--- src/rtl/nmit_pkg.sv ---
// ----------------------------------------------------------------------------
// nmit_pkg: shared types and constants of the normal matrix unit
// Beat layouts, datapath widths, pipeline stage numbers and saturation codes.
// ----------------------------------------------------------------------------
package nmit_pkg;

    // Element and result widths.
    localparam int ELEM_W = 16;
    localparam int RES_W  = 32;
    localparam int THR_W  = 31;
    localparam int THR_RESET = 168;

    // Datapath widths.
    localparam int PROD_W  = 2 * ELEM_W;        // element product
    localparam int COF_W   = PROD_W + 1;        // cofactor
    localparam int DPROD_W = ELEM_W + COF_W;    // element times cofactor
    localparam int DET_W   = DPROD_W + 2;       // sum of three
    localparam int DMAG_W  = 48;                // |det| < 3 * 2^46
    localparam int CMAG_W  = PROD_W;            // |cof| <= 2^31
    localparam int NUM_SH  = 29;                // 2 * 2^28
    localparam int NUM_W   = CMAG_W + NUM_SH + 1;
    localparam int DEN_W   = DMAG_W + 1;
    localparam int QW      = RES_W;
    localparam int THR_SH  = 12;                // 2^-24 to 2^-36 units

    // Number of matrix elements, one divider lane each.
    localparam int NLANE = 9;

    // Pipeline stage numbers.
    localparam int ST_IN    = 0;
    localparam int ST_PROD  = 1;
    localparam int ST_COF   = 2;
    localparam int ST_DPROD = 3;
    localparam int ST_DET   = 4;
    localparam int ST_PREP  = 5;
    localparam int ST_OVF   = 6;
    localparam int ST_OUT   = ST_OVF + QW + 1;
    localparam int NSTAGE   = ST_OUT + 1;

    // Saturation codes.
    localparam logic [RES_W-1:0] SAT_POS = {1'b0, {(RES_W-1){1'b1}}};
    localparam logic [RES_W-1:0] SAT_NEG = {1'b1, {(RES_W-1){1'b0}}};

    typedef logic [NSTAGE-1:0] stage_en_t;

    typedef struct packed {
        logic signed [ELEM_W-1:0] in_r1c1;
        logic signed [ELEM_W-1:0] in_r1c2;
        logic signed [ELEM_W-1:0] in_r1c3;
        logic signed [ELEM_W-1:0] in_r2c1;
        logic signed [ELEM_W-1:0] in_r2c2;
        logic signed [ELEM_W-1:0] in_r2c3;
        logic signed [ELEM_W-1:0] in_r3c1;
        logic signed [ELEM_W-1:0] in_r3c2;
        logic signed [ELEM_W-1:0] in_r3c3;
    } mat_beat_t;

    typedef struct packed {
        logic signed [RES_W-1:0] out_r1c1;
        logic signed [RES_W-1:0] out_r1c2;
        logic signed [RES_W-1:0] out_r1c3;
        logic signed [RES_W-1:0] out_r2c1;
        logic signed [RES_W-1:0] out_r2c2;
        logic signed [RES_W-1:0] out_r2c3;
        logic signed [RES_W-1:0] out_r3c1;
        logic signed [RES_W-1:0] out_r3c2;
        logic signed [RES_W-1:0] out_r3c3;
        logic                    singular;
    } nrm_beat_t;

endpackage

--- src/rtl/nmit_ctrl.sv ---
// ----------------------------------------------------------------------------
// nmit_ctrl: pipeline flow control
// Valid bits of all stages and per-stage load enables; bubbles collapse.
// ----------------------------------------------------------------------------
module nmit_ctrl (
    input  logic               clk,
    input  logic               rst_n,
    input  logic               in_valid,
    output logic               in_ready,
    output logic               out_valid,
    input  logic               out_ready,
    output nmit_pkg::stage_en_t ld
);
    import nmit_pkg::*;

    stage_en_t valid_reg;
    stage_en_t valid_next;
    stage_en_t rdy;
    stage_en_t src_valid;

    // A stage may load when any stage at or after it is empty or the
    // output beat is being taken.
    for (genvar s = 0; s < NSTAGE; s++) begin : g_rdy
        assign rdy[s] = out_ready | ~(&valid_reg[NSTAGE-1:s]);
    end

    assign src_valid = {valid_reg[NSTAGE-2:0], in_valid};

    // Load only when the stage below holds a beat.
    assign ld         = rdy & src_valid;
    assign valid_next = (rdy & src_valid) | (~rdy & valid_reg);
    assign in_ready   = rdy[0];
    assign out_valid  = valid_reg[NSTAGE-1];

    always_ff @(posedge clk or negedge rst_n)
    begin
        if (!rst_n)
        begin
            valid_reg <= '0;
        end
        else
        begin
            valid_reg <= valid_next;
        end
    end

endmodule

--- config.mk ---
export PLATFORM = sky130hd
export DESIGN_NAME = nmit_ctrl
export DESIGN_NICKNAME = d
export VERILOG_FILES = /design/src/rtl/nmit_pkg.sv /design/src/rtl/nmit_ctrl.sv
export SDC_FILE = /design/constraint.sdc
export NUM_CORES = 1
export LEC_CHECK = 0
export ABC_AREA = 1
export BUFFER_PORTS_ARGS = -buffer_cell sky130_fd_sc_hd__buf_2
export CAP_MARGIN = 20
export CORE_UTILIZATION = 45
export CTS_CLUSTER_SIZE = 8
export DETAILED_ROUTE_END_ITERATION = 8
export GPL_TIMING_DRIVEN = 0
export PLACE_DENSITY = 0.67
export SLEW_MARGIN = 25
export SYNTH_ARGS = -nofsm -noshare
export SYNTH_HDL_FRONTEND = slang
export SYNTH_SLANG_ARGS = --single-unit
--- constraint.sdc ---
create_clock -name clk -period 3.54 [get_ports clk]
set_input_delay 0.885 -clock clk [delete_from_list [all_inputs] [get_ports clk]]
set_output_delay 0.885 -clock clk [all_outputs]
set_load 0.01 [all_outputs]
## Word-level counts from Yosys, hierarchy flattened

Index checks and enable logic that the tools add are counted.

- Add/sub/neg operators: 0
- Multiply operators: 0
- Divide/modulo/power cells: 0
- Magnitude comparators: 0
- Equality and inequality tests: 0
- Shift operators: 0
- Multiplexer cells: 0
- Bitwise logic cells: 84
- Reduce and logical (&&, ||, !) cells: 39

Operators with widths:

| cell | number |
|---|---|
| AND 40 bit | 2 |
| NOT 1 bit | 40 |
| NOT 40 bit | 1 |
| OR 1 bit | 40 |
| OR 40 bit | 1 |
| AND reduction 40 bit | 1 |
| AND reduction 39 bit | 1 |
| AND reduction 38 bit | 1 |
| AND reduction 37 bit | 1 |
| AND reduction 36 bit | 1 |
| AND reduction 35 bit | 1 |
| AND reduction 34 bit | 1 |
| AND reduction 33 bit | 1 |
| AND reduction 32 bit | 1 |
| AND reduction 31 bit | 1 |
| AND reduction 30 bit | 1 |
| AND reduction 29 bit | 1 |
| AND reduction 28 bit | 1 |
| AND reduction 27 bit | 1 |
| AND reduction 26 bit | 1 |
| AND reduction 25 bit | 1 |
| AND reduction 24 bit | 1 |
| AND reduction 23 bit | 1 |
| AND reduction 22 bit | 1 |
| other kinds (20) | 20 |

- Bits in registers: 40
- Latch bits: 0
- Memory bits (writable): 0
- ROM bits: 0
- Input bits: 4
- Output and inout bits: 42
- Word-level logic and storage cells: 124
- Memories kept: 0

## Longest topological paths before layout

- Depth after elaboration: 6
- Mapped depth: 8
- Gate-level depth less buffers: 7

## Least setup slack after synthesis

Ideal clock, no wire load.

- Path type: input -> output
- Start: input out_ready
- End: output ld[11]
- Arrival: 1.596 ns
- Required time: 2.655 ns
- Slack: 1.059 ns
- Cell stages on the path: 7
- Path buffers: 1
- Cell sequence: inv_4 nand2_2 nor2_4 nand3_4 nor2_4 buf_6 a21oi_1

- Longest elaborated chain between the ends: 2

RTL lines:

| item | line | source |
|---|---|---|
| start, declared | nmit_ctrl.sv:11 | `input logic out_ready,` |
| OR 1 bit | nmit_ctrl.sv:24 | `assign rdy[s] = out_ready \| ~(&valid_reg[NSTAGE-1:s]);` |
| AND 40 bit | nmit_ctrl.sv:30 | `assign ld = rdy & src_valid;` |
| end, declared | nmit_ctrl.sv:12 | `output nmit_pkg::stage_en_t ld` |

Every way passes these cells.

## Worst setup path after layout

- Start: input out_ready
- End: output ld[14]

The elaborated chain is that of the path after synthesis.

==> impl_metrics.tcl <==
set metrics [dict create \
    outcome "complete, no violations" \
    fp.dieH_um 73.70 \
    grt_pass1_wl_mm 8.997 \
    cts_root_buf "clkbuf_8" \
    drv_cap 0 \
    setup_viol 0 \
    ys_seq_area_share_pct 43.27 \
    p_per_area_nw_per_um2 469.1 \
    finalMaxSlewViolations 0 \
    place_congestion 0.8360 \
    grtUsageTotal_pct 22.57 \
    cts_buffer_depth 2 \
    rsz0062_at_grt "false" \
    hold_viol 0 \
    slew_headroom_pct 39.89 \
    drtIter0Drc 108 \
    die_area_um2 5432 \
    firstDrtPassIters 5 \
    drc 0 \
    htree_levels 2 \
    row_count 25 \
    hold_path.class "reg -> reg" \
    ys_types 20 \
    grt_pass1_vias 1927 \
    vdd_drop_max_v 0.0002596 \
    fmaxAchievable_mhz 337.5 \
    leakagePower_nw 1.533 \
    r2r_cells 6 \
    post-dp-hpwl_mm 4.169 \
    final_cell_mix "nand2_1, inv_1, nor2_1, buf_2, dfrtp_1" \
    fin_crit_sh_pct 83.70 \
    tns_ps 0 \
    dp_cells 449 \
    synth_seq_cells 40 \
    min_path_cells 2 \
    ioPinCount 46 \
    critPathCaptureType "output port" \
    ctsHoldBuffers 0 \
    fillers 502 \
    dieWidth_um 73.70 \
    synthCells 337 \
    path_class "in -> out" \
    finalNonFillerCells 457 \
    cts_tree "yes" \
    clock_sinks 40 \
    nets 393 \
    total_power_mw 1.273 \
    start_util_pct 47.72 \
    grt_max_degree 41 \
    wl_per_cell_um 11.61 \
    required_ps 2650 \
    antenna_found_initial 0 \
    cts_resized 0 \
    clock_skew_ps 5.921 \
    critPathLaunchType "input pin" \
    diodes 0 \
    io_buffers 45 \
    synth_nets 341 \
    clk_pin_slew_ps 70 \
    grt.overflow.total 0 \
    cp_max_fo 5 \
    coreArea_um2 4848 \
    wl_mm 5.308 \
    numCtsBuffers 5 \
    clk_latency_ps 300 \
    drtAntennaViolNets 0 \
    worst_pin_slew_ps 901.7 \
    viasPerCell 4.641 \
    num_vias 2121 \
    mostFrequentLayoutCell "nand2_1" \
    worstPathArrival_ps 2080 \
    synth_area_um2 2313 \
    syn2layout_area_growth_pct 17.25 \
    drive_above_1_share_pct 18.97 \
    yosysWarnings 0 \
    cts_setup_buffers 0 \
    min_period_ps 2963 \
    syn_avg_cell_area_um2 6.865 \
    r2r_slack_ps 2020 \
]
-- Yosys cell counts --
| cell type | number | area share (%) |
|---|---|---|
| dfrtp_1 | 40 | 43 |
| nor2_4 | 7 | 3.4 |
| and2_1 | 1 | 0.27 |
| inv_1 | 72 | 12 |
| a21oi_1 | 13 | 2.8 |
| nor2_1 | 45 | 7.3 |
| a31oi_1 | 1 | 0.27 |
| nor3_1 | 6 | 1.3 |
| nor2_2 | 2 | 0.54 |
| nand2_2 | 2 | 0.54 |
| or2_2 | 1 | 0.27 |
| nand2_1 | 113 | 18 |
| o21ai_0 | 8 | 1.7 |
| nand4_1 | 1 | 0.27 |
| nand3_4 | 1 | 0.76 |
| nand3_2 | 7 | 3.0 |
| nand3_1 | 14 | 3.0 |
| inv_4 | 1 | 0.27 |
| buf_6 | 1 | 0.49 |
| nor3_2 | 1 | 0.43 |
-- final cells by class --
| type | instances | area [um2] | area share [%] |
|---|---|---|---|
| Multi-Input combinational cell | 223 | 1025 | 37.78 |
| Inverter | 73 | 276.5 | 10.19 |
| Sequential cell | 40 | 1001 | 36.90 |
| Buffer | 1 | 11.26 | 0.4151 |
| Tap cell | 67 | 83.83 | 3.090 |
| Timing Repair Buffer | 45 | 225.2 | 8.303 |
| Clock buffer | 8 | 90.09 | 3.321 |
-- metrics by stage --
stage                     hold WS [ps]  setup WS, ps  instance area [um2]  utilization, %
final                            511.2         577.1                 2713           55.95
after global routing             534.9         431.1                 2713           55.95
after CTS                        513.1         595.7                 2713           55.95
after detailed placement         490.4         601.9                 2623           54.09
after global placement           481.8         593.2                 2623           54.09
after floorplan                  446.0          1059                 2313               -
-- routing by layer --
metal  vias up  global-route usage [%]  wire, um
met5         -                       0         0
met3         5                   4.664       316
met1       948                   33.33      2654
met4         0                   7.051        70
li1       1116                       -         -
met2        52                   32.93      2267
-- worst max-delay path, stage by stage --
cell     delay (ps)
buf_2           140
nor2_1          160
nand3_1         220
nor2_2          260
nand3_1         160
nand2_1          80
inv_1            30
buf_2           130
-- cells by family (layout without fill, tap and decap cells) --
logic type	Yosys count	count (layout)	synth area share [%]
AND/OR/NAND/NOR	201	201	39.48
buffers and inverters	74	127	12.44
flip-flops	40	40	43.27
AO/OA/AOI/OAI	22	22	4.814
-- how the worst max path moves through the flow --
| stage | cells after the start | endpoint | startpoint |
|---|---|---|---|
| floorplan | 7 | ld[11] | out_ready |
| global placement | 8 | ld[14] | out_ready |
| detailed placement | 8 | ld[14] | out_ready |
| CTS | 8 | ld[14] | out_ready |
| global route | 8 | ld[14] | out_ready |
| finish | 8 | ld[14] | out_ready |
-- power by group --
group | total [mW] | switching (mW) | internal (mW) | leakage (nW)
clock network | 0.318 | 0.159 | 0.159 | 0.0455
registers | 0.575 | 0.0592 | 0.516 | 0.459
logic | 0.379 | 0.250 | 0.129 | 1.03
Note: power is estimated with default switching activity, not from simulation.
